===== src/rtl/refcounted_slice_allocator_macros.svh =====
// assertion macros used by the allocator top level
`ifndef REFCOUNTED_SLICE_ALLOCATOR_MACROS_SVH
`define REFCOUNTED_SLICE_ALLOCATOR_MACROS_SVH

// same-cycle implication, checked out of reset
`define RSA_ASSERT_IMP(label, ante, cons, msg) \
  label: assert property (@(posedge clk_i) disable iff (!rst_ni) (ante) |-> (cons)) \
    else $error(msg);

// next-cycle implication, checked out of reset
`define RSA_ASSERT_NXT(label, ante, cons, msg) \
  label: assert property (@(posedge clk_i) disable iff (!rst_ni) (ante) |=> (cons)) \
    else $error(msg);

`endif


===== src/rtl/rsa_pkg.sv =====
`default_nettype none

package rsa_pkg;

  // table sizes
  localparam int NumChannels = 256;
  localparam int ChW         = $clog2(NumChannels);
  localparam int NumSlices   = 64;
  localparam int SliceW      = $clog2(NumSlices);
  localparam int CntW        = $clog2(NumSlices + 1);
  localparam int ViewerBits  = 16;
  localparam int TimeW       = 32;
  localparam int CfgW        = 7;

  localparam logic [ViewerBits-1:0] ViewerMax = '1;

  // command queue between front and back
  localparam int QueueDepth = 2;
  localparam int QueuePtrW  = $clog2(QueueDepth);
  localparam int QueueCntW  = $clog2(QueueDepth + 1);

  // request function codes
  localparam logic FuncJoin  = 1'b0;
  localparam logic FuncLeave = 1'b1;

  // result status codes
  localparam logic [1:0] StOk        = 2'd0;
  localparam logic [1:0] StNoSlice   = 2'd1;
  localparam logic [1:0] StIdleLeave = 2'd2;

  // classified operation
  typedef enum logic [2:0] {
    OpJoinHit,
    OpJoinNew,
    OpLeaveDec,
    OpLeaveFree,
    OpLeaveIdle
  } op_e;

  // command handed from front to back
  typedef struct packed {
    op_e               op;
    logic [ChW-1:0]    channel;
    logic [TimeW-1:0]  now;
    logic [SliceW-1:0] slot;
  } cmd_t;

  // new binding reported back to the channel table
  typedef struct packed {
    logic              valid;
    logic [ChW-1:0]    channel;
    logic [SliceW-1:0] slot;
  } bind_t;

  // one channel table entry
  typedef struct packed {
    logic [SliceW-1:0]     slot;
    logic [ViewerBits-1:0] viewers;
  } chan_entry_t;

endpackage

`default_nettype wire


===== src/rtl/rsa_queue.sv =====
`default_nettype none

module rsa_queue (
  input  logic          clk_i,
  input  logic          rst_ni,
  input  logic          push_i,
  input  rsa_pkg::cmd_t cmd_i,
  output logic          full_o,
  input  logic          pop_i,
  output rsa_pkg::cmd_t cmd_o,
  output logic          valid_o
);
  import rsa_pkg::*;

  cmd_t                 entry_q [QueueDepth];
  logic [QueuePtrW-1:0] wr_ptr_q, wr_ptr_d;
  logic [QueuePtrW-1:0] rd_ptr_q, rd_ptr_d;
  logic [QueueCntW-1:0] count_q, count_d;

  assign full_o  = (count_q == QueueCntW'(QueueDepth));
  assign valid_o = (count_q != '0);
  assign cmd_o   = entry_q[rd_ptr_q];

  // pointer and fill count
  always_comb begin
    wr_ptr_d = push_i ? wr_ptr_q + 1'b1 : wr_ptr_q;
    rd_ptr_d = pop_i ? rd_ptr_q + 1'b1 : rd_ptr_q;
    case ({push_i, pop_i})
      2'b10:   count_d = count_q + 1'b1;
      2'b01:   count_d = count_q - 1'b1;
      default: count_d = count_q;
    endcase
  end

  always_ff @(posedge clk_i or negedge rst_ni) begin
    if (!rst_ni) begin
      wr_ptr_q <= '0;
      rd_ptr_q <= '0;
      count_q  <= '0;
    end else begin
      wr_ptr_q <= wr_ptr_d;
      rd_ptr_q <= rd_ptr_d;
      count_q  <= count_d;
    end
  end

  // entry storage
  always_ff @(posedge clk_i) begin
    if (push_i) begin
      entry_q[wr_ptr_q] <= cmd_i;
    end
  end

endmodule

`default_nettype wire


===== config.mk =====
export PLATFORM = sky130hd
export DESIGN_NAME = rsa_queue
export DESIGN_NICKNAME = d
export VERILOG_FILES = /design/src/rtl/refcounted_slice_allocator_macros.svh /design/src/rtl/rsa_pkg.sv /design/src/rtl/rsa_queue.sv
export SDC_FILE = /design/constraint.sdc
export NUM_CORES = 1
export LEC_CHECK = 0
export ABC_AREA = 1
export BUFFER_PORTS_ARGS = -buffer_cell sky130_fd_sc_hd__buf_2
export CAP_MARGIN = 20
export CORE_UTILIZATION = 47
export CTS_CLUSTER_DIAMETER = 120
export DETAILED_ROUTE_END_ITERATION = 16
export PLACE_DENSITY = 0.82
export SLEW_MARGIN = 20
export SYNTH_ARGS = -nofsm -noshare
export SYNTH_HDL_FRONTEND = slang
export SYNTH_SLANG_ARGS = --single-unit

===== constraint.sdc =====
create_clock -name clk_i -period 2.7 [get_ports clk_i]
set_input_delay 0.135 -clock clk_i [delete_from_list [all_inputs] [get_ports clk_i]]
set_output_delay 0.135 -clock clk_i [all_outputs]
set_load 0.05 [all_outputs]

# --- Word-level counts from Yosys, hierarchy flattened ---
# Memories as Yosys holds them, arrays and structs flattened.
# Cells that the tools add are included.
classes:
  n_eq_ne: 3
  n_mux: 3
  reduce_logical: 2
  n_addsub: 4
op_table:
  columns: ["operator", "count"]
  rows:
  - ["2-bit equality test (second input constant)", 2]
  - ["2-bit one-hot mux with 2 select lines", 1]
  - ["2-bit nonzero test", 2]
  - ["1-bit adder (second input constant)", 2]
  - ["2-bit by 1-bit adder with 2-bit output (second input constant)", 1]
  - ["2-bit by 1-bit equality test with 1-bit output (second input constant)", 1]
  - ["1-bit two-way mux", 2]
  - ["2-bit by 1-bit subtractor with 2-bit output (second input constant)", 1]
word_totals:
  memories: 1
  register_bits: 4
  in_bits: 53
  ramBits: 98
  word_cells: 16
memory_table:
  columns: ["memory", "words", "word_bits", "rd", "rd_clocked_by_memory_dff", "wr", "line_no", "text"]
  rows:
  - ["entry_q", 2, 49, 1, 0, 1, "rsa_queue.sv:15", "cmd_t entry_q [QueueDepth];"]

# --- Longest topological paths before layout ---
logic_depth:
  word_depth: 2
  mapped_depth: 7
  ltp_nobuf: 7

# --- Worst setup path after synthesis ---
# OpenSTA, ideal clock, no wires.
synth_timing:
  path_kind: "flip-flop to flip-flop"
  from: "register wr_ptr_q"
  to: "memory entry_q[0][0] in the netlist's numbering (enable)"
  path_buffers: 0
  stages_incl_launch_ff: 2
  arrival_ns: 2.467
  setup_time_ns: 0.457
  period_less_slack_ns: 2.924
  setup_slack_ns: -0.224
  cell_sequence: "dfrtp_1 -> nor2_1"
synth_rtl:
  columns: ["element", "line_no", "text"]
  rows:
  - ["start, declared", "rsa_queue.sv:16", "logic [QueuePtrW-1:0] wr_ptr_q, wr_ptr_d;"]
  - ["start signal, assigned", "rsa_queue.sv:41", "wr_ptr_q <= wr_ptr_d;"]
  - ["end, declared", "rsa_queue.sv:15", null]
# No word-level cell before the write port.

==> results.cfg <==
[cts]
cts_setup_buffers = 0
cts.path.max_buffers = 2
cts_max_level = 3
numClockSinks = 102
cts_root_buffer = clkbuf_8
cts_resized = 0
clk_pin_slew_ns = 0.09
cts_hold_buf = 52
numCtsBuffers = 9
clk_latency_ns = 0.35
cts_tree = done

[global_routing]
grt_antenna_before_repair = 0
grt_overflow_total = 0
grt_max_degree = 100
grt_pass1_wl_mm = 11.1
met3_usage = 0.0455
top_usage_layer = met2
gr-usage-all-layers = 0.173
grt_use_met1 = 0.189
use_met2 = 0.314
grt_pass1_vias = 2484

[synth]
synth_fa_ha_area_frac = 0.00319
ys_types = 18
synth_top_area_share = 0.751
async_flop_share = 0.0392
synth_fp_nets = 334
synth_top_area_cell = edfxtp_1
syn_area_per_cell_um2 = 14.0
ys_ff_latch = 102
yosysSeqAreaShare = 0.777
synth.area.mux_share = 0
synth.most_common_cell = edfxtp_1
synth_area_leaders = edfxtp_1 (75%), inv_1 (5.3%), o21ai_0 (5.0%), nand2_1 (4.3%), dfrtp_1 (2.6%)
netlist_instances = 280
synth-compound-area-share = 0.0722
yosys_warnings = 0
synth_edf_count = 98
synth_common_cells = edfxtp_1 (98), inv_1 (55), nand2_1 (45), o21ai_0 (39)
synth_flop_cell = edfxtp_1
synthXorXnorAreaFrac = 0.00671
synth_area_um2 = 3920
synth_top_family_by_area = buffers and inverters
synthSimpleGateAreaFrac = 0.0639

[floorplan]
start_util = 0.497
rows = 32
core_region_area_um2 = 7890
fp.dieH_um = 93.3
die_x_um = 93.3
die-area_um2 = 8700
io_pins = 104

[timing]
rsz0062_at_grt = false
report.final.slew_viol_count = 0
maxSlewHeadroom = 0.357
finClkSkew_ns = 0.00654
fin_crit_ns = 2.13
tightest_slew_ns = 0.964
hold_viol = 0
timing.fmax_mhz = 469
fin_crit_sh = 0.789
finalSetupViolCount = 0
fin_tns_setup_ns = 0

[detailed_routing]
via_per_inst = 4.61
ant_nets = 0
dr.pass1.iters = 4
drt-total-wl_mm = 7.06
dr.first_iter.drc_count = 81
drc = 0
avgRoutedWirePerCell_um = 13.0
vias = 2508

[pwr]
p_leak_nw = 2.24
vdd_ir_drop_max_mv = 0.658
power_density_nw_per_um2 = 1120
power_mw = 5.83

[critical_path]
start_kind = register
crit_family = flip-flops
critPathArrivalTime_ns = 2.00
r2r-start = wr_ptr_q
crit_slowest_cell = dfrtp_4
worstPathRequired_ns = 2.57
critical_path.cell_chain = o21ai_0 -> buf_2
r2r_slack_ns = 1.06
worst_setup_path_end_kind = output pin
cp_max_fo = 99
path_depth = 2
crit_type = reg -> out
r2r_end = entry_q[0][14]
max_stage_delay_ns = 1.07
reg2reg_depth = 2
cp-startpoint = rd_ptr_q
critPathBufInv = 1

[placed_design]
place_congestion = 0.701
io_buffers = 103
dp_hpwl_mm = 4.17
dpl_cell_area_um2 = 4520
dp.cells = 476

[cells_and_area]
syn2layout_area_growth_pct = 33.4
nNetsFinal = 491
stdcell_area_um2 = 5230
antenna_cells = 0
instances_no_fill = 544
regArea_um2 = 3050
drive_gt1_frac = 0.321
fillers = 573
multi_input_area_um2 = 579

[status]
status = complete, no violations

[run]
maxCapViolCount = 0

[worst_hold_path]
min_path_type = in -> async
cells by family after synthesis:
family          after synthesis
compound gates               49
simple gates                 59
buf+inv                      66
xor+xnor                      3
flops                       102
fa+ha+maj                     1
per-stage QoR:
| step | setup WS (ns) | util | hold slack (ns) |
|---|---|---|---|
| global route | 0.344 | 0.662 | 0.0935 |
| floorplan | 0.588 | - | -0.161 |
| detailed placement | 0.932 | 0.572 | -0.0528 |
| CTS | 0.534 | 0.662 | 0.0905 |
| finish | 0.570 | 0.662 | 0.129 |
| global placement | 0.982 | 0.572 | -0.0556 |
worst max path at each step:
stage	slack [ns]	to
after global placement	0.98	cmd_o[13]
after CTS	0.53	cmd_o[43]
final	0.57	cmd_o[13]
after global routing	0.34	cmd_o[47]
after floorplan	0.59	entry_q[0][0]
after detailed placement	0.93	cmd_o[43]
registers in the layout (all words and copies together), names as in the netlist:
| register | flops |
|---|---|
| count_q | 2 |
| rd_ptr_q | 1 |
| entry_q | 98 |
| wr_ptr_q | 1 |
power by group:
| group | internal (mW) | total [mW] | switching [mW] |
|---|---|---|---|
| registers | 2.10 | 2.40 | 0.300 |
| logic | 0.571 | 2.53 | 1.95 |
| clock network | 0.422 | 0.906 | 0.483 |
| total | 3.09 | 5.83 | 2.74 |
worst reg2reg max path, stage by stage (launching register included):
cell and delay [ns]:
dfrtp_1 0.44, nor2_4 0.61, buf_12 0.28
placed cells by master (no fill, tap or decap):
master         netlist  routed
edfxtp_1            98      98
nand4_1              1       1
o21ai_0             39      39
ha_1                 1       1
nor2_4               0       1
buf_2                6     103
bufinv_16            0       1
buf_12               1       2
dfrtp_4              0       1
nand2_2             10      10
nand2_1             45      45
nand3_1              1       1
clkinv_2             0       2
xor2_1               2       2
o21ai_2             10      10
dlygate4sd3_1        0      52
xnor2_1              1       1
inv_2                0       1
clkinv_1             0       2
nor2_1               2       1
inv_1               55      54
dfrtp_1              4       3
clkinv_4             0       2
clkbuf_8             0       9
cell type report:
type,count,share of cell area
clock buffer,9,0.0237
clock inverter,7,0.0125
inverter,55,0.0395
multi-input combinational,112,0.111
sequential,102,0.583
tap,102,0.0244
timing repair buffer,157,0.206
routing by layer:
layer  wire length [um]  vias up
met5                  0        -
met4                136        0
met3                327       17
met2               3750       75
met1               2840     1163
li1                   -     1253
Power figures use the tool's default switching activity.
