## src/rtl/refcounted_slice_allocator_macros.svh

```systemverilog
// assertion macros used by the allocator top level
`ifndef REFCOUNTED_SLICE_ALLOCATOR_MACROS_SVH
`define REFCOUNTED_SLICE_ALLOCATOR_MACROS_SVH

// same-cycle implication, checked out of reset
`define RSA_ASSERT_IMP(label, ante, cons, msg) \
  label: assert property (@(posedge clk_i) disable iff (!rst_ni) (ante) |-> (cons)) \
    else $error(msg);

// next-cycle implication, checked out of reset
`define RSA_ASSERT_NXT(label, ante, cons, msg) \
  label: assert property (@(posedge clk_i) disable iff (!rst_ni) (ante) |=> (cons)) \
    else $error(msg);

`endif

```

## src/rtl/rsa_pkg.sv

```systemverilog
`default_nettype none

package rsa_pkg;

  // table sizes
  localparam int NumChannels = 256;
  localparam int ChW         = $clog2(NumChannels);
  localparam int NumSlices   = 64;
  localparam int SliceW      = $clog2(NumSlices);
  localparam int CntW        = $clog2(NumSlices + 1);
  localparam int ViewerBits  = 16;
  localparam int TimeW       = 32;
  localparam int CfgW        = 7;

  localparam logic [ViewerBits-1:0] ViewerMax = '1;

  // command queue between front and back
  localparam int QueueDepth = 2;
  localparam int QueuePtrW  = $clog2(QueueDepth);
  localparam int QueueCntW  = $clog2(QueueDepth + 1);

  // request function codes
  localparam logic FuncJoin  = 1'b0;
  localparam logic FuncLeave = 1'b1;

  // result status codes
  localparam logic [1:0] StOk        = 2'd0;
  localparam logic [1:0] StNoSlice   = 2'd1;
  localparam logic [1:0] StIdleLeave = 2'd2;

  // classified operation
  typedef enum logic [2:0] {
    OpJoinHit,
    OpJoinNew,
    OpLeaveDec,
    OpLeaveFree,
    OpLeaveIdle
  } op_e;

  // command handed from front to back
  typedef struct packed {
    op_e               op;
    logic [ChW-1:0]    channel;
    logic [TimeW-1:0]  now;
    logic [SliceW-1:0] slot;
  } cmd_t;

  // new binding reported back to the channel table
  typedef struct packed {
    logic              valid;
    logic [ChW-1:0]    channel;
    logic [SliceW-1:0] slot;
  } bind_t;

  // one channel table entry
  typedef struct packed {
    logic [SliceW-1:0]     slot;
    logic [ViewerBits-1:0] viewers;
  } chan_entry_t;

endpackage

`default_nettype wire

```

## src/rtl/rsa_back.sv

```systemverilog
`default_nettype none

module rsa_back (
  input  logic                       clk_i,
  input  logic                       rst_ni,
  input  logic                       valid_i,
  input  rsa_pkg::cmd_t              cmd_i,
  output logic                       pop_o,
  input  logic [rsa_pkg::CfgW-1:0]   slices_in_use_i,
  output rsa_pkg::bind_t             bind_o,
  output logic                       exec_o,
  output logic                       done_o,
  output logic [1:0]                 status_o,
  output logic [rsa_pkg::SliceW-1:0] slice_index_o,
  output logic                       slice_freed_o,
  output logic [rsa_pkg::CntW-1:0]   slices_busy_o,
  output logic [rsa_pkg::SliceW-1:0] peak_slice_o,
  output logic [rsa_pkg::TimeW-1:0]  freed_busy_time_o
);
  import rsa_pkg::*;

  logic                 ex_q;
  cmd_t                 ex_cmd_q;
  logic [TimeW-1:0]     start_rd_q;
  logic [TimeW-1:0]     acc_rd_q;
  logic                 acc_valid_rd_q;
  logic [TimeW-1:0]     start_mem [NumSlices];
  logic [TimeW-1:0]     acc_mem [NumSlices];
  logic [NumSlices-1:0] busy_q, busy_d;
  logic [NumSlices-1:0] acc_valid_q, acc_valid_d;
  logic [CntW-1:0]      count_q, count_d;
  logic [SliceW-1:0]    peak_q, peak_d;
  logic [NumSlices-1:0] avail;
  logic                 found;
  logic [SliceW-1:0]    free_idx;
  logic [TimeW-1:0]     acc_base;
  logic [TimeW-1:0]     acc_new;
  logic                 start_we;
  logic                 acc_we;
  logic [1:0]           status_d;
  logic [SliceW-1:0]    index_d;
  logic                 freed_d;
  logic [TimeW-1:0]     ftime_d;
  logic                 done_q;
  logic [1:0]           status_q;
  logic [SliceW-1:0]    index_q;
  logic                 freed_q;
  logic [TimeW-1:0]     ftime_q;

  // take a command when the execute stage is free
  assign pop_o  = valid_i && !ex_q;
  assign exec_o = ex_q;

  // slice table reads for the command taken
  always_ff @(posedge clk_i) begin
    if (pop_o) begin
      ex_cmd_q       <= cmd_i;
      start_rd_q     <= start_mem[cmd_i.slot];
      acc_rd_q       <= acc_mem[cmd_i.slot];
      acc_valid_rd_q <= acc_valid_q[cmd_i.slot];
    end
  end

  // lowest free slice within the configured range
  always_comb begin
    for (int i = 0; i < NumSlices; i++) begin
      avail[i] = !busy_q[i] && (i < int'(slices_in_use_i));
    end
    found    = |avail;
    free_idx = '0;
    for (int i = NumSlices - 1; i >= 0; i--) begin
      if (avail[i]) begin
        free_idx = SliceW'(i);
      end
    end
  end

  // busy time of the slice being freed
  assign acc_base = acc_valid_rd_q ? acc_rd_q : '0;
  assign acc_new  = acc_base + ex_cmd_q.now - start_rd_q;

  // execute the command
  always_comb begin
    busy_d         = busy_q;
    acc_valid_d    = acc_valid_q;
    count_d        = count_q;
    peak_d         = peak_q;
    start_we       = 1'b0;
    acc_we         = 1'b0;
    status_d       = StOk;
    index_d        = ex_cmd_q.slot;
    freed_d        = 1'b0;
    ftime_d        = '0;
    bind_o.valid   = 1'b0;
    bind_o.channel = ex_cmd_q.channel;
    bind_o.slot    = free_idx;
    if (ex_q) begin
      case (ex_cmd_q.op)
        OpJoinNew: begin
          if (found) begin
            busy_d[free_idx] = 1'b1;
            start_we         = 1'b1;
            count_d          = count_q + 1'b1;
            if (free_idx > peak_q) begin
              peak_d = free_idx;
            end
            index_d      = free_idx;
            bind_o.valid = 1'b1;
          end else begin
            status_d = StNoSlice;
            index_d  = '0;
          end
        end
        OpLeaveFree: begin
          busy_d[ex_cmd_q.slot] = 1'b0;
          if (count_q != '0) begin
            count_d = count_q - 1'b1;
          end
          acc_we                     = 1'b1;
          acc_valid_d[ex_cmd_q.slot] = 1'b1;
          freed_d                    = 1'b1;
          ftime_d                    = acc_new;
        end
        OpLeaveIdle: begin
          status_d = StIdleLeave;
          index_d  = '0;
        end
        default: begin
        end
      endcase
    end
  end

  // control state
  always_ff @(posedge clk_i or negedge rst_ni) begin
    if (!rst_ni) begin
      ex_q        <= 1'b0;
      busy_q      <= '0;
      acc_valid_q <= '0;
      count_q     <= '0;
      peak_q      <= '0;
      done_q      <= 1'b0;
    end else begin
      ex_q        <= pop_o;
      busy_q      <= busy_d;
      acc_valid_q <= acc_valid_d;
      count_q     <= count_d;
      peak_q      <= peak_d;
      done_q      <= ex_q;
    end
  end

  // result registers
  always_ff @(posedge clk_i) begin
    if (ex_q) begin
      status_q <= status_d;
      index_q  <= index_d;
      freed_q  <= freed_d;
      ftime_q  <= ftime_d;
    end
  end

  // slice start times
  always_ff @(posedge clk_i) begin
    if (start_we) begin
      start_mem[free_idx] <= ex_cmd_q.now;
    end
  end

  // accumulated busy times
  always_ff @(posedge clk_i) begin
    if (acc_we) begin
      acc_mem[ex_cmd_q.slot] <= acc_new;
    end
  end

  assign done_o            = done_q;
  assign status_o          = status_q;
  assign slice_index_o     = index_q;
  assign slice_freed_o     = freed_q;
  assign slices_busy_o     = count_q;
  assign peak_slice_o      = peak_q;
  assign freed_busy_time_o = ftime_q;

endmodule

`default_nettype wire
```

## config.mk

```make
export PLATFORM = sky130hd
export DESIGN_NAME = rsa_back
export DESIGN_NICKNAME = d
export VERILOG_FILES = /design/src/rtl/refcounted_slice_allocator_macros.svh /design/src/rtl/rsa_pkg.sv /design/src/rtl/rsa_back.sv
export SDC_FILE = /design/constraint.sdc
export NUM_CORES = 2
export LEC_CHECK = 0
export ABC_AREA = 1
export BUFFER_PORTS_ARGS = -buffer_cell sky130_fd_sc_hd__buf_2
export CORE_MARGIN = 5
export CORE_UTILIZATION = 30
export CTS_CLUSTER_DIAMETER = 150
export CTS_CLUSTER_SIZE = 16
export DETAILED_ROUTE_END_ITERATION = 10
export PLACE_DENSITY = 0.48
export SLEW_MARGIN = 15
export SYNTH_ARGS = -nofsm -noshare
export SYNTH_HDL_FRONTEND = slang
export SYNTH_SLANG_ARGS = --single-unit
export TNS_END_PERCENT = 30
```

## constraint.sdc

```tcl
create_clock -name clk_i -period 6.8 [get_ports clk_i]
set_clock_uncertainty 0.15 [all_clocks]
set_input_delay 0.34 -clock clk_i [delete_from_list [all_inputs] [get_ports clk_i]]
set_output_delay 0.34 -clock clk_i [all_outputs]
set_load 0.01 [all_outputs]
```

Word level (Yosys, flattened, before mapping) --
Memory sizes are Yosys's and may differ from the RTL's. A register that Yosys moved wholly into a read port is not among the register bits. Cells that the tools add are included.
Storage, ports and cells: input port bits 59, output and inout bits 72, memories 2, RAM bits 4096, word-level logic and storage cells 328, register bits 234
Cells by class: $add $sub $neg 4, mux-type cells 89, bitwise logic cells 4, equality and inequality tests 5, reduce and logical (&&, ||, !) cells 139, $lt $le $gt $ge 70
Memories:
- acc_mem | depth 64, bits a word 32, read ports 1, clocked after memory_dff 1, write ports 1, line rsa_back.sv:28 | logic [TimeW-1:0] acc_mem [NumSlices];
- start_mem | depth 64, bits a word 32, read ports 1, clocked after memory_dff 1, write ports 1, line rsa_back.sv:27 | logic [TimeW-1:0] start_mem [NumSlices];
Operator list (number):
- $mux 6 | 65
- $lt 6x7->1 const A | 32
- $or 64x64->64 | 2
- $pmux 64 s2 | 1
- $lt 5x7->1 const A | 16
- $logic_and 1x1->1 | 67
- $logic_not 1->1 | 65
- $and 64x64->64 | 1
- $mux 64 | 1
- $not 64->64 | 1
- $reduce_or 64->1 | 1
- $lt 4x7->1 const A | 8
- $add 32x32->32 | 1
- $mux 32 | 1
- $sub 32x32->32 | 1
- $lt 3x7->1 const A | 4
- $lt 6x7->1 const B | 3
- $lt 1x7->1 const A | 2
- $lt 2x7->1 const A | 2
- $mux 7 | 2
- $pmux 7 s2 | 1
- $mux 1 | 13
- $demux 1 s6 | 2
- $ge 6x1->1 const B | 2
- other kinds (15) | 17

Longest topological paths before layout --
depth after elaboration 73, mapped depth 75

Least setup slack after synthesis --
No wires, ideal clock.
path type input to register, start input port slices_in_use_i[2] (netlist name), end memory start_mem[28][0] (enable), path buffers 2, setup slack -720 ps, arrival 6868 ps, stages on the path 68, required time 6149 ps, library setup time 501 ps, cells stage by stage buf_2 o21ai_2 nand2_1 nand3_1 nand2_1 nand2_1 nand2_1 nand2_1 nand2_1 nand2_1 nand2_1 nand2_1 nand2_1 nand2_1 nand2_1 nand2_1 nand2_1 nand2_1 (+32 left out) nand2_1 nand2_1 nand2_1 nand2_1 nand2_1 nand2_1 nand2_1 nand2_1 nand2_1 nand2_1 nand2_1 nand2_1 nand2_1 nand2_2 nand2_1 buf_4 inv_2 nor4_1
RTL lines:
- start, declared | line rsa_back.sv:9 | input logic [rsa_pkg::CfgW-1:0] slices_in_use_i,
- end, declared | line rsa_back.sv:27

Worst setup path in the final report --
start register acc_valid_rd_q, end memory acc_mem[31][31], data pin
Between the ends: cells in the longest elaborated chain, start to end 3
Ends and longest elaborated chain:
- start, declared | line rsa_back.sv:26 | logic acc_valid_rd_q;
- start signal, assigned | line rsa_back.sv:60 | acc_valid_rd_q <= acc_valid_q[cmd_i.slot];
- $mux 32 | line rsa_back.sv:79 | assign acc_base = acc_valid_rd_q ? acc_rd_q : '0;
- $add 32x32->32 | line rsa_back.sv:80 | assign acc_new = acc_base + ex_cmd_q.now - start_rd_q;
- $sub 32x32->32 | line rsa_back.sv:80
- via acc_new[31] | line rsa_back.sv:37 | logic [TimeW-1:0] acc_new;
- end, declared | line rsa_back.sv:28
The timed path passes the listed nets, and every way through them passes these cells.

==> results by stage <==
Outcome:
- The run finished with clean final reports.

Clock network:
- In this run the number of H-tree levels came out at 5.
- The clock latency at the later pin of the worst-skew pair is 1.02 ns.
- The maximum clock path buffer count is 4.
- Buffers inserted during clock tree synthesis total between 300 and 400.
- The tree is rooted in a clkbuf_16.
- The CTS tree is done.
- Clock-pin slew was measured on the worst setup and hold paths at 0.09 ns.
- The clock net in this run drives a total of 4,394 sinks.

Die:
- The die covers 600,000 um2.
- Row generation in the floorplan step produced ~280 rows.
- The initial utilization of the core area, before any placement, comes to 30.0%.
- In this run the standard cell core region covers just under 600,000 um2.
- The die height is 775 um.
- For this design the top-level I/O count stands at 131.
- The die span in x is 775 um.

Placement:
- Once placement finished, the instance area stood at 189,000 um2.
- During placement, the flow inserted port buffers numbering 130.
- The cell total after placement is 21,200.
- At the end of routability-driven placement, the weighted congestion stood at 0.929.
- At the placement stage, the worst setup path has a slack of 0.0425 ns.
- The estimated wirelength of the detail-placed design is 399,000 um.

Critical path:
- The kind of cell with the highest combined delay along the critical path is compound AO/OA/AOI/OAI gates.
- STA classifies the critical path endpoint as a flip-flop.
- Data on the critical path is required at its endpoint by 7.35 ns.
- Along the worst path, the maximum fanout reaches 64.
- Tracing the worst setup path back leads to its startpoint at acc_valid_rd_q.
- The combined buffer and inverter count along the critical path is 7.
- The beginning of the worst register-to-register path is acc_valid_rd_q.
- The critical path is of the flip-flop to flip-flop type.
- The master of the slowest instance on the critical path is fa_1.
- STA classifies the critical path startpoint as a flip-flop.
- The longest individual stage delay on the worst path is 0.49 ns.
- The most numerous cell type found on the critical path is nand3_1.
- The data arrival time at the worst-slack endpoint is 6.97 ns.

Power and ir drop:
- The combinational cell fraction of total power is 13.7%.
- Power spread over the standard cell area amounts to 293 nW/um2.
- The proportion of power drawn by flip-flops and latches is 55.2%.
- The share of total power dissipated in the clock network is 31.1%.
- The power consumption is 0.0584 W.
- Across the VDD grid, the largest voltage drop is 0.244 mV.
- The fraction of power spent switching nets is approximately 28%.
- The net switching component of the power is 0.0161 W.
- For this design the static power due to leakage is 62.8 nW.
- The cell-internal power is 0.0423 W.

Finish:
- Measured on the finished design, the core utilization comes to 34.1%.
- The net count of the finished layout is roughly 14,000.
- After filler insertion, the fill cell instance count of the layout stands at ~57,000.
- Relative to the synthesized area, the layout overhead comes to 13.5%.
- In the final layout, the share of cells above drive strength 1 is 9.22%.
- The finished layout holds 21,800 standard cells, fillers aside.
- The final standard cell area without fillers is 199,000 um2.

Drt:
- Summing over every cut layer, the via total after detailed routing is between 100k and 150k.
- After detailed routing, the average wire length per cell comes to 29.9 um.
- In this run the remaining antenna-violating nets after routing total 0.
- The initial DRC count is 15,600.
- The DRC violation count after routing is 0.
- The per-cell via count in the routed design is 5.43.
- The detailed-route wire length is 652,000 um.
- The first detailed-routing pass took 8 iterations.

STA:
- Derived from the worst setup path, the maximum achievable clock frequency is between 0.15 and 0.2 GHz.
- The count of endpoints failing hold in the final timing report is 0.
- The final-report setup violation count is 0.
- Once routing completed, OpenROAD measured the worst setup slack at 0.379 ns.
- The portion of the clock cycle consumed by the worst path in the final layout is 94.4%.
- Headroom to the max-slew limit came out at around an eighth.
- Setup repair after global routing left no endpoint under its margin.
- For the finished layout, the period the worst path requires is 6.42 ns.
- The count of pins over their slew limit is 0.
- At the pin with the least slew margin, the transition time is ~1.3 ns.

Synth:
- Counting flops and latches in the post-synthesis netlist gives between 4,000 and 5,000.
- The fraction of the yosys area taken by sequential cells is approximately three quarters.
- For this run, asynchronously set or reset flops after synthesis account for 3.25%.
- The netlist area before placement is 176,000 um2.
- Counting flops with a built-in enable in the synthesized netlist gives 4,251.
- During synthesis, Yosys emitted a total of 0 warnings.
- The number of different library cells used by synthesis comes to 46.
- The mean instance size in the synthesized netlist is 12.8 um2.
- Synthesis produced 13,700 cells.
- Among all flip-flop cells after synthesis, the most frequent one is edfxtp_1.
- The number of nets handed over by synthesis was 13,900.

Global routing:
- The number of antenna violations at the first check in global routing is 68.
- Across every metal layer, demand over resource in global routing totals 20.8%.
- For this run the aggregate overflow at the end of global routing stands at 0.
- Entering global routing, the biggest net connects approximately 160 pins.
- The via count of the first global-routing pass is between 100k and 150k.
- The first global-routing pass estimated between 800,000 and 900,000 um of wire.

Min path:
- The startpoint identified for the worst hold timing path is cmd_i[9].
- In this run the worst hold path is classified as input port to flip-flop.

Run:
- The count of max-cap constraint violations is 0.
metal layers:
metal  up-vias  wire (um)  global-route usage, %
met2      5166     295000                   32.4
met3       842      53700                   3.48
li1      50800          -                      -
met4        22      23000                   6.53
met1     61400     280000                   29.7
met5         -        320                  0.215
final cells by class:
cell class                      instances  area [um2]  area share, %
Sequential cell                      4394      131000           65.9
Multi-Input combinational cell       7991       40600           20.4
Tap cell                             7782        9740           4.89
Clock buffer                          400        8290           4.16
Timing Repair Buffer                  763        7260           3.64
Inverter                              381        1470          0.739
Clock inverter                         24         484          0.243
Antenna cell                           52         130         0.0653
final timing paths:
path | to | slack [ns] | depth (start not counted)
max reg2reg | acc_mem[31][31] | 0.38 | 35
max in group asynchronous | acc_valid_q[5] | 5.15 | 4
min reg2reg | acc_valid_q[41] | 0.31 | 2
min | ex_cmd_q[9] | 0.07 | 2
max | acc_mem[31][31] | 0.38 | 35
min in group asynchronous | done_o | 0.26 | 4
flip-flops by register name (all words and copies together) (netlist names), 7 cells and up:
signal             cells
start_mem           2048
bind_o                 8
acc_valid_q           64
acc_rd_q              32
freed_busy_time_o     32
ex_cmd_q              41
slices_busy_o          7
acc_mem             2048
start_rd_q            32
busy_q                64
cells in the final DEF, fill, tap and decap left out, drive strengths merged, types with 3 or more instances in the layout:
cell         instances
a211oi              79
nor2              3168
edfxtp            4251
nand2              218
inv                387
a21o                 3
nor3                46
a31oi                3
o211ai              17
fa                  32
clkbuf             401
or2                 53
a21oi               96
diode               52
nand3               24
xnor2                9
xor2                30
o21ai             2719
o21bai               6
o32ai               83
buf                687
dfrtp              143
ha                  41
clkinv              16
dlygate4sd3         75
o22ai             1272
nor4                 9
nand4               68
power groups by stage:
stage	sequential, W	clock (W)	combinational (W)
final	0.0323	0.0182	0.00798
after global routing	0.0323	0.0195	0.00844
after CTS	0.0322	0.0185	0.00797
after detailed placement	0.0329	0	0.00792
after global placement	0.0329	0	0.00786
after floorplan	0.0331	0	0.00330
metrics by stage:
step                      TNS (ns)  hold WS, ns
after detailed placement         0       0.0669
after global placement       -1.25       0.0705
final                            0       0.0685
after floorplan            -221.64       -0.106
after CTS                        0       0.0269
after global routing             0       0.0726
what timing repair did:
item | 4_1_cts | 5_1_grt
setup endpoints to repair | 0 | 207
buffers inserted | 0 | 2
hold buffers | 76 | 0
endpoints found under the hold margin | 205 | 0
gates resized for setup | 0 | 10
cells in the mapped netlist (all sizes together) (46+ instances only):
library cell / instances / area, um2
edfxtp: 4251 / 128000
nor2: 3168 / 11900
o21ai: 2719 / 13600
o22ai: 1272 / 7960
clkbuf: 905 / 3400
inv: 379 / 1420
nand2: 218 / 823
dfrtp: 143 / 3580
a21oi: 96 / 480
o32ai: 83 / 727
a211oi: 79 / 593
buf: 72 / 348
nand4: 68 / 425
or2: 53 / 332
nor3: 46 / 230
logic make-up (layout without fill, tap and decap cells):
family	after synthesis	count (layout)	share of synthesized area, %
simple gates	3590	3590	7.94
compound gates	4288	4288	13.5
flops	4394	4394	74.8
mux	1	1	0.00642
fa+ha+maj	73	73	0.657
buf+inv	1358	1568	2.95
other cells	0	52	0
xor+xnor	39	39	0.195
Power figures use the tool's default switching activity.
